===== src/hdl/char_lcd_command_text_sequencer_unit_defines.svh =====
// Assertion macros used by the LCD sequencer top level.
`ifndef CHAR_LCD_COMMAND_TEXT_SEQUENCER_UNIT_DEFINES_SVH
`define CHAR_LCD_COMMAND_TEXT_SEQUENCER_UNIT_DEFINES_SVH

`ifndef NO_ASSERTIONS
// Same-cycle implication, clocked on clk, off during reset.
`define LCD_SEQ_ASSERT(lbl, ante, cons) \
  lbl: assert property (@(posedge clk) disable iff (!rst_n) (ante) |-> (cons)) \
    else $error("lcd_seq assertion failed");
// Next-cycle implication, clocked on clk, off during reset.
`define LCD_SEQ_ASSERT_NEXT(lbl, ante, cons) \
  lbl: assert property (@(posedge clk) disable iff (!rst_n) (ante) |=> (cons)) \
    else $error("lcd_seq assertion failed");
`else
`define LCD_SEQ_ASSERT(lbl, ante, cons)
`define LCD_SEQ_ASSERT_NEXT(lbl, ante, cons)
`endif

`endif


===== src/hdl/lcd_seq_pkg.sv =====
// Types, op codes, timing and command constants of the LCD sequencer.
package lcd_seq_pkg;

  localparam int DISPLAY_CHARS_DEF = 16;

  localparam int HOLD_W = 26;
  localparam int IDX_W  = 4;

  typedef logic [HOLD_W-1:0] hold_t;
  typedef logic [IDX_W-1:0]  idx_t;

  // Phase hold times in microseconds
  localparam hold_t T_ENABLE  = 26'd1;
  localparam hold_t T_SLOW    = 26'd1650;
  localparam hold_t T_INSTR   = 26'd40;
  localparam hold_t T_DATA    = 26'd45;
  localparam hold_t T_POWERUP = 26'd30000;
  localparam int    US_PER_MS = 1000;
  localparam int    DELAY_RESET_MS = 500;

  localparam logic [7:0] WRAP_INDEX   = 8'd7;
  localparam logic [7:0] NEWLINE_CHAR = 8'd10;
  localparam logic [6:0] ROW1_OFFSET  = 7'd40;

  // Fixed instruction bytes
  localparam logic [7:0] CMD_CLEAR        = 8'h01;
  localparam logic [7:0] CMD_HOME         = 8'h02;
  localparam logic [7:0] CMD_ENTRY        = 8'h04;
  localparam logic [7:0] CMD_DISPLAY      = 8'h08;
  localparam logic [7:0] CMD_SHIFT        = 8'h10;
  localparam logic [7:0] CMD_FUNCTION     = 8'h20;
  localparam logic [7:0] CMD_CGRAM        = 8'h40;
  localparam logic [7:0] CMD_DDRAM        = 8'h80;
  localparam logic [7:0] CMD_FUNC_2LINE   = 8'h38;
  localparam logic [7:0] CMD_FUNC_1LINE   = 8'h30;
  localparam logic [7:0] CMD_DISP_ON_CUR  = 8'h0E;
  localparam logic [7:0] CMD_ENTRY_INC    = 8'h06;
  localparam logic [7:0] CMD_SHIFT_LEFT   = 8'h18;
  localparam logic [7:0] CMD_CURSOR_MID   = 8'h87;
  localparam logic [7:0] CMD_CURSOR_ROW1  = 8'hA8;

  typedef enum logic [3:0] {
    OP_INIT       = 4'd0,
    OP_CLEAR      = 4'd1,
    OP_HOME       = 4'd2,
    OP_ENTRY      = 4'd3,
    OP_DISPLAY    = 4'd4,
    OP_SHIFT      = 4'd5,
    OP_FUNCTION   = 4'd6,
    OP_CGRAM      = 4'd7,
    OP_DDRAM      = 4'd8,
    OP_CHAR       = 4'd9,
    OP_CURSOR     = 4'd10,
    OP_TEXT_START = 4'd11,
    OP_TEXT_CHAR  = 4'd12
  } op_t;

  // Phase sequence shape of one request
  typedef enum logic [2:0] {
    K_NONE,          // no phases
    K_WRITE,         // one bus write
    K_INIT,          // power-up wait plus four instructions
    K_SCROLL_START,  // function set 1-line, cursor to column 7
    K_SCROLL_CHAR,   // data write, idle pause, shift left
    K_DATA_WRAP      // data write, cursor to row 1
  } kind_t;

  typedef enum logic [1:0] {
    EX_SLOW,
    EX_INSTR,
    EX_DATA
  } exec_t;

  typedef struct packed {
    kind_t      kind;
    logic       rs;
    logic [7:0] code;
    exec_t      exec;
  } plan_t;

  typedef struct packed {
    logic       rs;
    logic [7:0] data;
    logic       en;
    hold_t      hold;
    logic       last;
  } phase_t;

endpackage


===== src/hdl/lcd_seq_plan.sv =====
// Request decoder and text-mode state of the LCD sequencer.
module lcd_seq_plan #(
  parameter int DISPLAY_CHARS = lcd_seq_pkg::DISPLAY_CHARS_DEF
) (
  input  logic                clk,
  input  logic                rst_n,
  input  logic                req_fire,
  input  logic [3:0]          op,
  input  logic [2:0]          mode_bits,
  input  logic [7:0]          value,
  input  logic                row,
  input  logic [7:0]          text_length,
  output lcd_seq_pkg::plan_t  plan
);

  logic       scroll_mode_r, scroll_mode_nxt;
  logic       newline_seen_r, newline_seen_nxt;
  logic [7:0] text_index_r, text_index_nxt;
  logic [6:0] cursor_addr;
  logic       is_long;

  assign cursor_addr = value[6:0] + (row ? lcd_seq_pkg::ROW1_OFFSET : 7'd0);
  assign is_long     = {1'b0, text_length} > 9'(DISPLAY_CHARS);

  always_comb begin
    plan.kind = lcd_seq_pkg::K_WRITE;
    plan.rs   = 1'b0;
    plan.code = value;
    plan.exec = lcd_seq_pkg::EX_INSTR;
    scroll_mode_nxt  = scroll_mode_r;
    newline_seen_nxt = newline_seen_r;
    text_index_nxt   = text_index_r;
    unique case (lcd_seq_pkg::op_t'(op))
      lcd_seq_pkg::OP_INIT: plan.kind = lcd_seq_pkg::K_INIT;
      lcd_seq_pkg::OP_CLEAR: begin
        plan.code = lcd_seq_pkg::CMD_CLEAR;
        plan.exec = lcd_seq_pkg::EX_SLOW;
      end
      lcd_seq_pkg::OP_HOME: begin
        plan.code = lcd_seq_pkg::CMD_HOME;
        plan.exec = lcd_seq_pkg::EX_SLOW;
      end
      lcd_seq_pkg::OP_ENTRY:    plan.code = lcd_seq_pkg::CMD_ENTRY | {6'd0, mode_bits[1:0]};
      lcd_seq_pkg::OP_DISPLAY:  plan.code = lcd_seq_pkg::CMD_DISPLAY | {5'd0, mode_bits};
      lcd_seq_pkg::OP_SHIFT:
        plan.code = lcd_seq_pkg::CMD_SHIFT | {4'd0, mode_bits[1:0], 2'd0};
      lcd_seq_pkg::OP_FUNCTION:
        plan.code = lcd_seq_pkg::CMD_FUNCTION | {3'd0, mode_bits, 2'd0};
      lcd_seq_pkg::OP_CGRAM:    plan.code = lcd_seq_pkg::CMD_CGRAM | {2'd0, value[5:0]};
      lcd_seq_pkg::OP_DDRAM:    plan.code = lcd_seq_pkg::CMD_DDRAM | {1'b0, value[6:0]};
      lcd_seq_pkg::OP_CHAR: begin
        plan.rs   = 1'b1;
        plan.exec = lcd_seq_pkg::EX_DATA;
      end
      lcd_seq_pkg::OP_CURSOR:   plan.code = lcd_seq_pkg::CMD_DDRAM | {1'b0, cursor_addr};
      lcd_seq_pkg::OP_TEXT_START: begin
        text_index_nxt   = 8'd0;
        newline_seen_nxt = 1'b0;
        scroll_mode_nxt  = is_long;
        if (is_long) begin
          plan.kind = lcd_seq_pkg::K_SCROLL_START;
        end else begin
          plan.code = lcd_seq_pkg::CMD_FUNC_2LINE;
        end
      end
      lcd_seq_pkg::OP_TEXT_CHAR: begin
        priority if (scroll_mode_r) begin
          plan.kind = lcd_seq_pkg::K_SCROLL_CHAR;
          plan.rs   = 1'b1;
        end else if (value == lcd_seq_pkg::NEWLINE_CHAR) begin
          plan.code        = lcd_seq_pkg::CMD_CURSOR_ROW1;
          newline_seen_nxt = 1'b1;
        end else if (!newline_seen_r && text_index_r == lcd_seq_pkg::WRAP_INDEX) begin
          plan.kind = lcd_seq_pkg::K_DATA_WRAP;
          plan.rs   = 1'b1;
          plan.exec = lcd_seq_pkg::EX_DATA;
        end else begin
          plan.rs   = 1'b1;
          plan.exec = lcd_seq_pkg::EX_DATA;
        end
        if (text_index_r != 8'hFF) begin
          text_index_nxt = text_index_r + 8'd1;
        end
      end
      default: plan.kind = lcd_seq_pkg::K_NONE;
    endcase
  end

  always_ff @(posedge clk) begin
    if (!rst_n) begin
      scroll_mode_r  <= 1'b0;
      newline_seen_r <= 1'b0;
      text_index_r   <= 8'd0;
    end else if (req_fire) begin
      scroll_mode_r  <= scroll_mode_nxt;
      newline_seen_r <= newline_seen_nxt;
      text_index_r   <= text_index_nxt;
    end
  end

endmodule


===== src/hdl/lcd_seq_phase.sv =====
// Phase generator: one bus phase from a decoded request and a phase index.
module lcd_seq_phase (
  input  lcd_seq_pkg::plan_t  plan,
  input  lcd_seq_pkg::idx_t   idx,
  input  lcd_seq_pkg::hold_t  delay_us,
  output lcd_seq_pkg::phase_t ph
);

  lcd_seq_pkg::hold_t exec_hold;

  always_comb begin
    unique case (plan.exec)
      lcd_seq_pkg::EX_SLOW: exec_hold = lcd_seq_pkg::T_SLOW;
      lcd_seq_pkg::EX_DATA: exec_hold = lcd_seq_pkg::T_DATA;
      default:              exec_hold = lcd_seq_pkg::T_INSTR;
    endcase
  end

  // Even index: enable high for 1 us; odd index: enable low for execution time, unless a kind overrides it.
  always_comb begin
    ph.rs   = plan.rs;
    ph.data = plan.code;
    ph.en   = ~idx[0];
    ph.hold = idx[0] ? exec_hold : lcd_seq_pkg::T_ENABLE;
    ph.last = 1'b0;
    unique case (plan.kind)
      lcd_seq_pkg::K_WRITE: ph.last = (idx == 4'd1);
      lcd_seq_pkg::K_INIT: begin
        // power-up wait shifts the pairs by one
        ph.rs   = 1'b0;
        ph.en   = idx[0];
        ph.hold = idx[0] ? lcd_seq_pkg::T_ENABLE : lcd_seq_pkg::T_INSTR;
        ph.last = (idx == 4'd8);
        unique case (idx)
          4'd0: begin
            ph.data = 8'd0;
            ph.hold = lcd_seq_pkg::T_POWERUP;
          end
          4'd1, 4'd2: ph.data = lcd_seq_pkg::CMD_FUNC_2LINE;
          4'd3, 4'd4: ph.data = lcd_seq_pkg::CMD_DISP_ON_CUR;
          4'd5, 4'd6: begin
            ph.data = lcd_seq_pkg::CMD_CLEAR;
            ph.hold = idx[0] ? lcd_seq_pkg::T_ENABLE : lcd_seq_pkg::T_SLOW;
          end
          default: ph.data = lcd_seq_pkg::CMD_ENTRY_INC;
        endcase
      end
      lcd_seq_pkg::K_SCROLL_START: begin
        ph.rs   = 1'b0;
        ph.data = idx[1] ? lcd_seq_pkg::CMD_CURSOR_MID : lcd_seq_pkg::CMD_FUNC_1LINE;
        ph.hold = idx[0] ? lcd_seq_pkg::T_INSTR : lcd_seq_pkg::T_ENABLE;
        ph.last = (idx == 4'd3);
      end
      lcd_seq_pkg::K_SCROLL_CHAR: begin
        ph.last = (idx == 4'd4);
        priority if (idx < 4'd2) begin
          ph.hold = idx[0] ? lcd_seq_pkg::T_DATA : lcd_seq_pkg::T_ENABLE;
        end else if (idx == 4'd2) begin
          ph.en   = 1'b0;
          ph.hold = delay_us;
        end else begin
          ph.rs   = 1'b0;
          ph.data = lcd_seq_pkg::CMD_SHIFT_LEFT;
          ph.en   = idx[0];
          ph.hold = idx[0] ? lcd_seq_pkg::T_ENABLE : lcd_seq_pkg::T_INSTR;
        end
      end
      lcd_seq_pkg::K_DATA_WRAP: begin
        ph.last = (idx == 4'd3);
        if (idx < 4'd2) begin
          ph.hold = idx[0] ? lcd_seq_pkg::T_DATA : lcd_seq_pkg::T_ENABLE;
        end else begin
          ph.rs   = 1'b0;
          ph.data = lcd_seq_pkg::CMD_CURSOR_ROW1;
          ph.hold = idx[0] ? lcd_seq_pkg::T_INSTR : lcd_seq_pkg::T_ENABLE;
        end
      end
      default: ph.last = 1'b1;
    endcase
  end

endmodule


===== src/hdl/char_lcd_command_text_sequencer_unit.sv =====
// Top level of the two-line character LCD command and text sequencer.
//
// Each request on the in_ channel (init, clear, home, entry mode, display
// control, shift, function set, CGRAM/DDRAM address, write char, set cursor,
// text start, text char) is expanded into timed bus phases on the out_
// channel: RS level, data byte, enable level and how many microseconds the
// phase is held. A bus write is an enable-high phase of 1 us followed by an
// enable-low phase held for the execution time. The last phase of each
// request carries out_last. A request has 9 phases for init, 5 for a
// scrolling text char, 4 for text start in scroll mode and for a wrapping
// text char, and 2 for everything else; the single phase generator loads
// the output register with one phase per cycle while out_ready does not
// stall it. The next request is taken in the cycle the current one's
// last phase is loaded, so requests stream with no gaps. Unused op codes
// (13 to 15) are accepted and produce nothing. cfg_data sets the pause
// after each scrolling text char in milliseconds (reset 500); write it
// only while no request is in flight. RW is not driven here: tie it low.
module char_lcd_command_text_sequencer_unit #(
  parameter int DISPLAY_CHARS = lcd_seq_pkg::DISPLAY_CHARS_DEF
) (
  input  logic        clk,
  input  logic        rst_n,
  // request channel
  input  logic        in_valid,
  output logic        in_ready,
  input  logic [3:0]  in_op,
  input  logic [2:0]  in_mode_bits,
  input  logic [7:0]  in_value,
  input  logic        in_row,
  input  logic [7:0]  in_text_length,
  // phase channel
  output logic        out_valid,
  input  logic        out_ready,
  output logic        out_reg_select,
  output logic [7:0]  out_bus_data,
  output logic        out_enable,
  output logic [25:0] out_hold_us,
  output logic        out_last,
  // scroll delay register
  input  logic        cfg_valid,
  output logic        cfg_ready,
  input  logic [15:0] cfg_data
);

`include "char_lcd_command_text_sequencer_unit_defines.svh"

  // Request register: decoded plan plus the index of the next phase to emit
  logic                a_vld_r;
  lcd_seq_pkg::plan_t  plan_r;
  lcd_seq_pkg::idx_t   idx_r;
  lcd_seq_pkg::plan_t  plan_nxt;
  lcd_seq_pkg::phase_t ph;

  // Scroll delay kept in microseconds, converted once per config write
  lcd_seq_pkg::hold_t  delay_us_r;
  lcd_seq_pkg::hold_t  delay_prod;

  // Output register
  logic                out_valid_r;
  logic                out_reg_select_r;
  logic [7:0]          out_bus_data_r;
  logic                out_enable_r;
  lcd_seq_pkg::hold_t  out_hold_us_r;
  logic                out_last_r;

  logic out_free;
  logic in_fire;

  assign out_free  = !out_valid_r || out_ready;
  // Free when empty, or when the last phase goes to the output this cycle
  assign in_ready  = !a_vld_r || (out_free && ph.last);
  assign in_fire   = in_valid && in_ready;
  assign cfg_ready = 1'b1;

  assign delay_prod = lcd_seq_pkg::HOLD_W'(cfg_data) *
                      lcd_seq_pkg::HOLD_W'(lcd_seq_pkg::US_PER_MS);

  lcd_seq_plan #(
    .DISPLAY_CHARS (DISPLAY_CHARS)
  ) u_plan (
    .clk         (clk),
    .rst_n       (rst_n),
    .req_fire    (in_fire),
    .op          (in_op),
    .mode_bits   (in_mode_bits),
    .value       (in_value),
    .row         (in_row),
    .text_length (in_text_length),
    .plan        (plan_nxt)
  );

  lcd_seq_phase u_phase (
    .plan     (plan_r),
    .idx      (idx_r),
    .delay_us (delay_us_r),
    .ph       (ph)
  );

  // Control state
  always_ff @(posedge clk) begin
    if (!rst_n) begin
      a_vld_r     <= 1'b0;
      idx_r       <= '0;
      out_valid_r <= 1'b0;
      delay_us_r  <= lcd_seq_pkg::HOLD_W'(lcd_seq_pkg::DELAY_RESET_MS * lcd_seq_pkg::US_PER_MS);
    end else begin
      if (cfg_valid) begin
        delay_us_r <= delay_prod;
      end
      if (out_free) begin
        out_valid_r <= a_vld_r;
      end
      if (in_fire) begin
        a_vld_r <= (plan_nxt.kind != lcd_seq_pkg::K_NONE);
        idx_r   <= '0;
      end else if (a_vld_r && out_free) begin
        if (ph.last) begin
          a_vld_r <= 1'b0;
        end else begin
          idx_r <= idx_r + 1'b1;
        end
      end
    end
  end

  // Payload, no reset
  always_ff @(posedge clk) begin
    if (in_fire) begin
      plan_r <= plan_nxt;
    end
    if (out_free) begin
      out_reg_select_r <= ph.rs;
      out_bus_data_r   <= ph.data;
      out_enable_r     <= ph.en;
      out_hold_us_r    <= ph.hold;
      out_last_r       <= ph.last;
    end
  end

  assign out_valid      = out_valid_r;
  assign out_reg_select = out_reg_select_r;
  assign out_bus_data   = out_bus_data_r;
  assign out_enable     = out_enable_r;
  assign out_hold_us    = out_hold_us_r;
  assign out_last       = out_last_r;

  // A request with phases starts at phase zero
  `LCD_SEQ_ASSERT_NEXT(a_load_idx0, in_fire && (plan_nxt.kind != lcd_seq_pkg::K_NONE), a_vld_r && (idx_r == 4'd0))
  // Phase index steps by one while a request is not finished
  `LCD_SEQ_ASSERT_NEXT(idx_step, !in_fire && a_vld_r && out_free && !ph.last, a_vld_r && (idx_r == $past(idx_r) + 4'd1))
  // Every enable-high phase is the 1 us strobe
  `LCD_SEQ_ASSERT(en_strobe, out_valid_r && out_enable_r, out_hold_us_r == lcd_seq_pkg::T_ENABLE)

endmodule


===== config.mk =====
export PLATFORM = sky130hd
export DESIGN_NAME = char_lcd_command_text_sequencer_unit
export DESIGN_NICKNAME = d
export VERILOG_FILES = /design/src/hdl/lcd_seq_pkg.sv /design/src/hdl/lcd_seq_plan.sv /design/src/hdl/lcd_seq_phase.sv /design/src/hdl/char_lcd_command_text_sequencer_unit.sv
export VERILOG_INCLUDE_DIRS = /design/src /design/src/hdl
export SDC_FILE = /design/constraint.sdc
export NUM_CORES = 1
export LEC_CHECK = 0
export ABC_AREA = 1
export BUFFER_PORTS_ARGS = -buffer_cell sky130_fd_sc_hd__buf_2
export CORE_ASPECT_RATIO = 1.4
export CORE_MARGIN = 2
export CORE_UTILIZATION = 55
export CTS_CLUSTER_DIAMETER = 100
export CTS_CLUSTER_SIZE = 10
export DETAILED_ROUTE_END_ITERATION = 10
export PLACE_DENSITY = 0.79
export SLEW_MARGIN = 10
export SYNTH_ARGS = -nofsm -noshare
export SYNTH_HDL_FRONTEND = slang
export SYNTH_HIERARCHICAL = 1
export SYNTH_SLANG_ARGS = --single-unit

===== constraint.sdc =====
create_clock -name clk -period 4 [get_ports clk]
set_input_delay 0.8 -clock clk [delete_from_list [all_inputs] [get_ports clk]]
set_output_delay 0.8 -clock clk [all_outputs]
set_load 0.01 [all_outputs]

Word-level counts from Yosys, hierarchy flattened
Cells that the tools add are included.
- add/subtract/negate cells: 3
- bitwise gates (word level): 3
- equality and inequality tests: 31
- order comparisons: 2
- $mul: 1
- muxes and demuxes: 40
- reduce and logical (&&, ||, !) cells: 28
- operator list (kind ; number):
    26-bit one-hot mux with 4 select lines ; 1
    8-bit one-hot mux with 11 select lines ; 1
    26-bit two-way mux ; 2
    26-bit one-hot mux with 2 select lines ; 1
    9-bit one-hot mux with 4 select lines ; 1
    8-bit two-way mux ; 4
    4-bit by 3-bit equality test with 1-bit output, second input constant ; 7
    27-bit two-way mux ; 1
    4-bit equality test, second input constant ; 6
    6-bit two-way mux ; 4
    6-bit one-hot mux with 4 select lines ; 1
    16-bit by 7-bit multiplier with 23-bit output, second input constant ; 1
    11-bit two-way mux ; 2
    11-bit one-hot mux with 2 select lines ; 1
    10-bit two-way mux ; 2
    9-bit two-way mux ; 2
    4-bit by 2-bit equality test with 1-bit output, second input constant ; 4
    8-bit one-hot mux with 2 select lines ; 1
    3-bit one-hot mux with 4 select lines ; 1
    2-bit OR reduction ; 6
    10-bit OR reduction ; 1
    8-bit by 1-bit adder with 8-bit output, second input constant ; 1
    4-bit by 1-bit equality test with 1-bit output, second input constant ; 2
    8-bit by 3-bit equality test with 1-bit output, second input constant ; 1
    30 further kinds ; 54
- bits in registers: 90
- word-level logic and storage cells: 124
- input bits: 45

Longest topological paths before layout
Gate-level depths: netlist of the first run.
- depth after elaboration: 8
- depth in mapped cells: 21

Modules after synthesis
Netlist of the first run, hierarchy kept.
- modules (own cells, without submodules) (module ; cells each ; area an instance (µm²) ; instances):
    char_lcd_command_text_sequencer_unit ; 591 ; 5619.1 ; 1
    lcd_seq_plan ; 224 ; 1189.9 ; 1
    lcd_seq_phase ; 179 ; 885.8 ; 1

Worst setup path after synthesis of the first run
OpenSTA, ideal clock, no wires.
- kind: input port to flip-flop
- start point: input port cfg_data[5]
- end point: register delay_us_r[19]
- arrival: 4.083 ns
- buffers on the path: 0
- stages: 17
- library setup time: 0.109 ns
- slack: -0.192 ns
- cells stage by stage: inv_1 fa_1 fa_1 fa_1 fa_1 inv_1 ha_1 nand2_2 inv_1 a21oi_1 inv_1 a21oi_1 nand2_1 nand2_1 nand3_1 nand2_1 inv_1
- longest elaborated chain between the ends: 1
- RTL lines (element ; RTL line ; RTL):
    start: declaration ; char_lcd_command_text_sequencer_unit.sv:42 ; input logic [15:0] cfg_data
    16-bit by 7-bit multiplier with 23-bit output ; char_lcd_command_text_sequencer_unit.sv:75 ; assign delay_prod = lcd_seq_pkg::HOLD_W'(cfg_data) *
    end signal: assignment ; char_lcd_command_text_sequencer_unit.sv:105 ; delay_us_r <= lcd_seq_pkg::HOLD_W'(lcd_seq_pkg::DELAY_RESET_MS * lcd_seq_pkg::US_PER_MS);
    end signal: assignment ; char_lcd_command_text_sequencer_unit.sv:108 ; delay_us_r <= delay_prod;
    end: declaration ; char_lcd_command_text_sequencer_unit.sv:55 ; lcd_seq_pkg::hold_t delay_us_r;
No other way between the ends.
A chain may end at the register's enable or synchronous reset.

Worst setup path in the final report of the first run
- start point: input port cfg_data[6]
- end point: register delay_us_r[20]
The elaborated chain is that of the path after synthesis.

==> results.py, run 1 <==
metrics = {
    "critical_path": {
        "slowest_delay_ns": 0.57,
        "path_max_fanout": 4,
        "crit_path_top_delay_cell": "fa_1",
        "worstSetupEndpointType": "flop",
        "critPathKind": "input pin to flop",
        "path_cells": "buf_8 -> clkinvlp_4 -> buf_6 -> fa_2 -> fa_1 -> fa_1 -> fa_1 -> inv_2 -> ha_4 -> nand2_4 -> inv_1 -> a21oi_2 -> nand3_4 -> nand2_2 -> nand2_1 -> nand2_1 -> nand3_1 -> nand2_1 -> inv_1",
        "critPathRequiredTime_ns": 4.24,
        "reg2reg_slack_ns": 1.19,
        "cp-start-kind": "input pin",
        "critPathArrivalTime_ns": 4.33,
    },
    "timing": {
        "tns_ns": -0.3895,
        "finalCriticalPeriod_ns": 4.092,
        "hold_viol_final": 0,
        "drv_slew": 0,
        "setup_viol": 7,
        "final.setup_skew_ns": 0.008851,
        "fin_ws_ns": -0.09212,
        "rsz0062_at_grt": "yes",
        "relSlewSlack_pct": 61.37,
        "worstMarginPinSlew_ns": 0.5794,
        "finalCritPeriodShare_pct": 102.3,
        "timing.hold.ws_ns": 0.4724,
        "fmax_mhz": 244.4,
    },
    "route": {
        "wl_mm": 17.27,
        "firstDrtPassIters": 5,
        "drtIter0Drc": 326,
        "ant_nets": 0,
        "num_vias": 6668,
        "viasPerCell": 5.014,
        "drt-wirelength-per-cell_um": 12.99,
        "drc": 0,
    },
    "global_routing": {
        "track_usage_pct": 23.07,
        "grt_max_degree": 39,
        "grt_pass1_vias": 6283,
        "grt_pass1_wl_mm": 27.92,
        "globalRouteOverflowTotal": 0,
        "antenna_found_initial": 0,
    },
    "cts": {
        "cts_buffers": 9,
        "cts-root-buf": "clkbuf_16",
        "clkTransAtPathRegs_ns": 0.06,
        "cts_tree": "built",
        "clk_latency_ns": 0.34,
        "htree_levels": 3,
        "hold_buffers": 0,
        "cts_sinks": 90,
        "cts_buffer_depth": 2,
    },
    "power": {
        "vdd_drop_max_v": 0.0004682,
        "p_total_uw": 5814,
        "p_per_area_mw_per_mm2": 616.2,
        "leakage_uw": 0.004824,
    },
    "synthesis": {
        "synth_cell_types": 47,
        "avgSynthCellArea_um2": 7.741,
        "synth_edf_count": 51,
        "ys_async_sr_fraction_pct": 0,
        "synthesis.area_mm2": 0.007695,
        "yosys_warnings": 6,
        "syn_inst": 994,
        "ys.flop_type": "edfxtp_1",
        "synth-seq-cells": 90,
        "synth.yosys.seq_area_share_pct": 30.05,
    },
    "die": {
        "ios": 85,
        "initial_core_util_pct": 55.83,
        "fp.dieW_um": 104.0,
        "die_h_um": 144.0,
        "rows": 51,
        "coreArea_mm2": 0.01378,
        "die_area_mm2": 0.01497,
    },
    "layout": {
        "num-fill-cells": 1127,
        "layout.nets": 1297,
        "drive_gt1_share_pct": 24.80,
        "diodes": 0,
        "area_growth_syn_to_layout_pct": 22.62,
    },
    "status": {
        "outcome": "complete, but fails checks",
        "violations": "setup timing",
    },
    "place": {
        "dp_hpwl_mm": 13.78,
        "gp_congestion": 0.9056,
        "pre_cts_ws_ns": -0.4075,
        "port_buffers": 83,
    },
    "min_path": {
        "min_path_type": "flop to flop",
    },
    "job": {
        "drv_cap": 0,
    },
}
## registers in the layout, indices dropped and copies added, names as in the netlist
name,cells
plan_r,14
out_last,1
out_reg_select,1
out_bus_data,8
delay_us_r,23
u_plan/scroll_mode_r,1
u_plan/newline_seen_r,1
out_hold_us,26
u_plan/text_index_r,8
out_valid,1
idx_r,4
out_enable,1
a_vld_r,1
## kinds of logic (layout without fill, tap and decap cells)
family / count (synthesis) / count (layout) / synth area share [%]
xor+xnor: 12 / 12 / 1.366
simple gates: 477 / 477 / 28.05
buf+inv: 213 / 362 / 11.04
fa+ha+maj: 112 / 112 / 23.38
flops: 90 / 90 / 30.05
other cells: 2 / 4 / 0.09760
compound gates: 88 / 88 / 6.016
## cells in the final DEF, fill, tap and decap left out, types with 11 or more instances in the layout
cell type / instances
a21oi_1: 38
buf_2: 78
buf_4: 61
dfxtp_1: 39
edfxtp_1: 51
fa_1: 51
ha_1: 48
ha_4: 11
inv_1: 178
inv_2: 18
nand2_1: 214
nand2_2: 27
nand3_1: 57
nand4_1: 12
nor2_1: 105
nor2_4: 13
o21ai_0: 24
## metal layers
| metal | track usage (%) | wire length [µm] |
|---|---|---|
| met1 | 25.95 | 6827 |
| met2 | 44.08 | 9252 |
| met3 | 3.356 | 687 |
| met4 | 8.677 | 505 |
| met5 | 0 | 0 |
## power breakdown
part	internal [µW]	switching [µW]	total [µW]
Combinational	1690	2150	3840
Clock	444	355	799
Sequential	1110	57.0	1170
## final cells by class
type	instances	area [µm²]	share of cell area, %
Tap cell	185	231.5	2.453
Clock inverter	6	47.55	0.5039
Timing Repair Buffer	144	908.4	9.627
Sequential cell	90	2312	24.51
Multi-Input combinational cell	693	4921	52.15
Inverter	202	775.7	8.222
Clock buffer	10	239.0	2.533
## path summary, 6_finish.rpt
path / startpoint / endpoint / cells past startpoint
max: cfg_data[6] / delay_us_r[20]$_SDFFE_PN0P_ / 19
min: u_plan/newline_seen_r$_SDFFE_PN0P_ / u_plan/newline_seen_r$_SDFFE_PN0P_ / 2
max reg2reg: idx_r[0]$_SDFFE_PP0P_ / u_plan/text_index_r[3]$_SDFFE_PN0P_ / 13
min reg2reg: u_plan/newline_seen_r$_SDFFE_PN0P_ / u_plan/newline_seen_r$_SDFFE_PN0P_ / 2
## cell usage after synthesis, types with 2 or more instances
cell type	count	area share (%)
nand3_2	3	0.39
a21oi_1	48	3.1
nor2_4	9	1.3
or2_0	2	0.16
a31oi_1	2	0.16
inv_2	4	0.20
o21bai_1	2	0.20
buf_2	4	0.26
clkbuf_1	2	0.098
buf_6	3	0.44
o21ai_0	28	1.8
ha_1	59	9.6
nor2_8	2	0.52
conb_1	2	0.098
xor2_1	6	0.68
nand3_1	62	4.0
nor3_1	6	0.39
nand3_4	2	0.46
fa_1	53	14
nand2_2	11	0.89
dfxtp_1	39	10
o21ai_1	2	0.13
edfxtp_1	51	20
nand4_1	12	0.98
xnor2_1	6	0.68
nor2_2	11	0.89
and2_1	4	0.33
nand2_1	238	12
inv_1	196	9.6
nor2_1	108	5.3
## stage by stage
stage / instance area, µm² / util (%) / std cells
detailed placement: 8857 / 64.26 / 1309
global route: 9435 / 68.46 / 1330
global placement: 8857 / 64.26 / 1309
floorplan: 7879 / - / 996
CTS: 9149 / 66.38 / 1325
finish: 9435 / 68.46 / 1330
## what timing repair did
item | in CTS | in global routing
gates resized for setup | 2 | 87
pin swaps | 1 | 53
setup endpoints to repair | 3 | 14
buffers inserted | 0 | 5
## critical path, delay by kind of cell
family                     cells  cell delay (ns)
AOI/OAI and AO/OA              1             0.19
adders and majority gates      5             2.30
and+or+nand+nor                7             0.58
buffers and inverters          6             0.47
Power figures use the tool's default switching activity.
==> run 2: changes to the inputs <==
--- a/config.mk
+++ b/config.mk
@@ -15,6 +15,7 @@
 export CTS_CLUSTER_SIZE = 10
 export DETAILED_ROUTE_END_ITERATION = 10
 export PLACE_DENSITY = 0.79
+export SETUP_SLACK_MARGIN = 0.1
 export SLEW_MARGIN = 10
 export SYNTH_ARGS = -nofsm -noshare
 export SYNTH_HDL_FRONTEND = slang
==> run 2 against run 1 <==
The run still ends with setup timing left. Count of clock-buffer cells in the layout unchanged. Register-to-register slack worse by 0.05 ns. Final cell count up 0.68%. Global-route usage up 0.45 points. Utilization up 2.3 points. Setup slack better by 0.057 ns. Via count up 3.1%. Die area unchanged. Sequential cell count unchanged. Sequential power about the same. First-iteration DRC count up 13%. Fmax up 1.4%. Critical endpoint is now delay_us_r[22]$_SDFFE_PN0P_.
==> results.py, run 2 (synthesis gave the netlist of run 1 again) <==
metrics = {
    "cts": {
        "cts-root-buf": "clkbuf_16",
        "cts_sinks": 90,
        "htree_levels": 3,
        "clk_latency_ns": 0.34,
        "cts_tree": "built",
        "clkTransAtPathRegs_ns": 0.06,
        "hold_buffers": 0,
        "cts_buffer_depth": 2,
        "cts_buffers": 9,
    },
    "critical_path": {
        "critPathRequiredTime_ns": 4.25,
        "critPathKind": "input pin to flop",
        "cp.depth": 16,
        "critical_path.top_delay_family": "adder cells",
        "critPathArrivalTime_ns": 4.28,
        "cp-start-kind": "input pin",
        "crit_path_top_delay_cell": "fa_1",
        "path_cells": "buf_2 -> inv_1 -> fa_1 -> fa_1 -> fa_1 -> fa_1 -> inv_1 -> ha_4 -> a21oi_4 -> nand2_1 -> a21oi_2 -> nand2_1 -> nand2_1 -> nand3_1 -> nand2_1 -> inv_1",
        "reg2regPathDepth": 13,
        "path_max_fanout": 5,
        "slowest_delay_ns": 0.57,
        "worstSetupEndpointType": "flop",
        "path_buf_inv": 4,
    },
    "route": {
        "drc": 0,
        "num_vias": 6874,
        "drtIter0Drc": 369,
        "wl_mm": 18.72,
        "ant_nets": 0,
        "drt-wirelength-per-cell_um": 13.98,
        "firstDrtPassIters": 5,
        "viasPerCell": 5.134,
    },
    "power": {
        "vdd_drop_max_v": 0.0005085,
        "p_per_area_mw_per_mm2": 671.1,
        "p_total_uw": 6547,
        "leakage_uw": 0.004918,
    },
    "layout": {
        "fin_area_mm2": 0.009756,
        "final_cell_mix": "nand2_1 (204), inv_1 (174), nor2_1 (96), buf_2 (74), buf_4 (71)",
        "drive_gt1_share_pct": 28.42,
        "diodes": 0,
        "mostFrequentLayoutCell": "nand2_1",
        "largest_reg_flops": 26,
        "layout.nets": 1306,
        "area_growth_syn_to_layout_pct": 26.78,
    },
    "place": {
        "gp_congestion": 0.8928,
        "postPlaceCellArea_mm2": 0.008925,
        "dp_hpwl_mm": 13.94,
        "port_buffers": 83,
    },
    "timing": {
        "setup_viol": 2,
        "timing.hold.ws_ns": 0.4736,
        "worstMarginPinSlew_ns": 0.5763,
        "finalCriticalPeriod_ns": 4.035,
        "fin_ws_ns": -0.03542,
        "relSlewSlack_pct": 61.54,
        "hold_viol_final": 0,
        "drv_slew": 0,
        "finalCritPeriodShare_pct": 100.9,
        "fmax_mhz": 247.8,
        "rsz0062_at_grt": "yes",
        "final.setup_skew_ns": 0.008152,
    },
    "global_routing": {
        "grt_max_degree": 39,
        "antenna_found_initial": 0,
        "globalRouteOverflowTotal": 0,
        "grt_pass1_vias": 6458,
        "grt_pass1_wl_mm": 28.49,
        "track_usage_pct": 23.53,
    },
    "die": {
        "die_area_mm2": 0.01497,
        "die_h_um": 144.0,
        "rows": 51,
        "initial_core_util_pct": 55.83,
        "fp.dieW_um": 104.0,
        "ios": 85,
        "coreArea_mm2": 0.01378,
    },
    "job": {
        "drv_cap": 0,
    },
    "min_path": {
        "hold_depth": 2,
        "min_path_type": "flop to flop",
    },
    "status": {
        "outcome": "complete, but fails checks",
        "violations": "setup timing",
    },
}
-- run 2: cell count changes in the layout (fill, tap and decap cells not counted), sizes merged --
cell / change
inv: -4
bufinv: +2
buf: +9
clkinv: +3
clkinvlp: -1
-- run 2: worst reg2reg max path, stage by stage, from the launching register on --
cell and delay (ns):
dfxtp_1 0.36, nor2_2 0.44, nand2_2 0.22, nor2_1 0.25, nand2_1 0.07, nand4_1 0.17, a21oi_1 0.10, inv_1 0.12
nand2_1 0.10, inv_1 0.39, nand2_1 0.19, nor2_4 0.19, nand2_1 0.07, a21oi_1 0.12
-- run 2: cell type report --
cell class / instances / area (µm²)
multi-input combinational: 693 / 5092
fill: 1061 / 4028
sequential: 90 / 2312
timing repair buffer: 153 / 1012
inverter: 202 / 779.5
clock buffer: 10 / 239.0
tap: 185 / 231.5
clock inverter: 6 / 88.84
-- run 2: per-stage QoR --
stage	TNS, ns	cells	setup slack [ns]	util, %
6_report	-0.05189	1339	-0.03542	70.78
5_1_grt	-0.7551	1339	-0.1650	70.78
4_1_cts	0	1326	0.07526	67.72
3_5_place_dp	-4.144	1305	-0.3541	64.75
3_3_place_gp	-3.189	1305	-0.3091	64.75
2_1_floorplan	0	996	0.03368	-
-- run 2: path summary, 6_finish.rpt --
| path | startpoint | to | slack, ns |
|---|---|---|---|
| min reg2reg | u_plan/newline_seen_r$_SDFFE_PN0P_ | u_plan/newline_seen_r$_SDFFE_PN0P_ | 0.47 |
| max | cfg_data[8] | delay_us_r[22]$_SDFFE_PN0P_ | -0.04 |
| max reg2reg | idx_r[3]$_SDFFE_PP0P_ | u_plan/text_index_r[7]$_SDFFE_PN0P_ | 1.14 |
| min | u_plan/newline_seen_r$_SDFFE_PN0P_ | u_plan/newline_seen_r$_SDFFE_PN0P_ | 0.47 |
-- run 2: layer usage --
layer | global-route usage, % | part of all wire [%]
met3 | 2.585 | 3.7
met4 | 8.962 | 4.5
met1 | 26.03 | 38
met2 | 46.02 | 53
met5 | 0 | 0
-- run 2: what timing repair did --
item,in CTS,in global routing
pin swaps,8,54
endpoints found under the setup margin,9,14
resized for setup,16,102
buffers inserted,5,13
-- run 2: power breakdown --
part	switching (µW)	internal, µW	total (µW)
clock	346	565	911
sequential	60.3	1110	1180
combinational	2520	1950	4460
total	2920	3630	6550
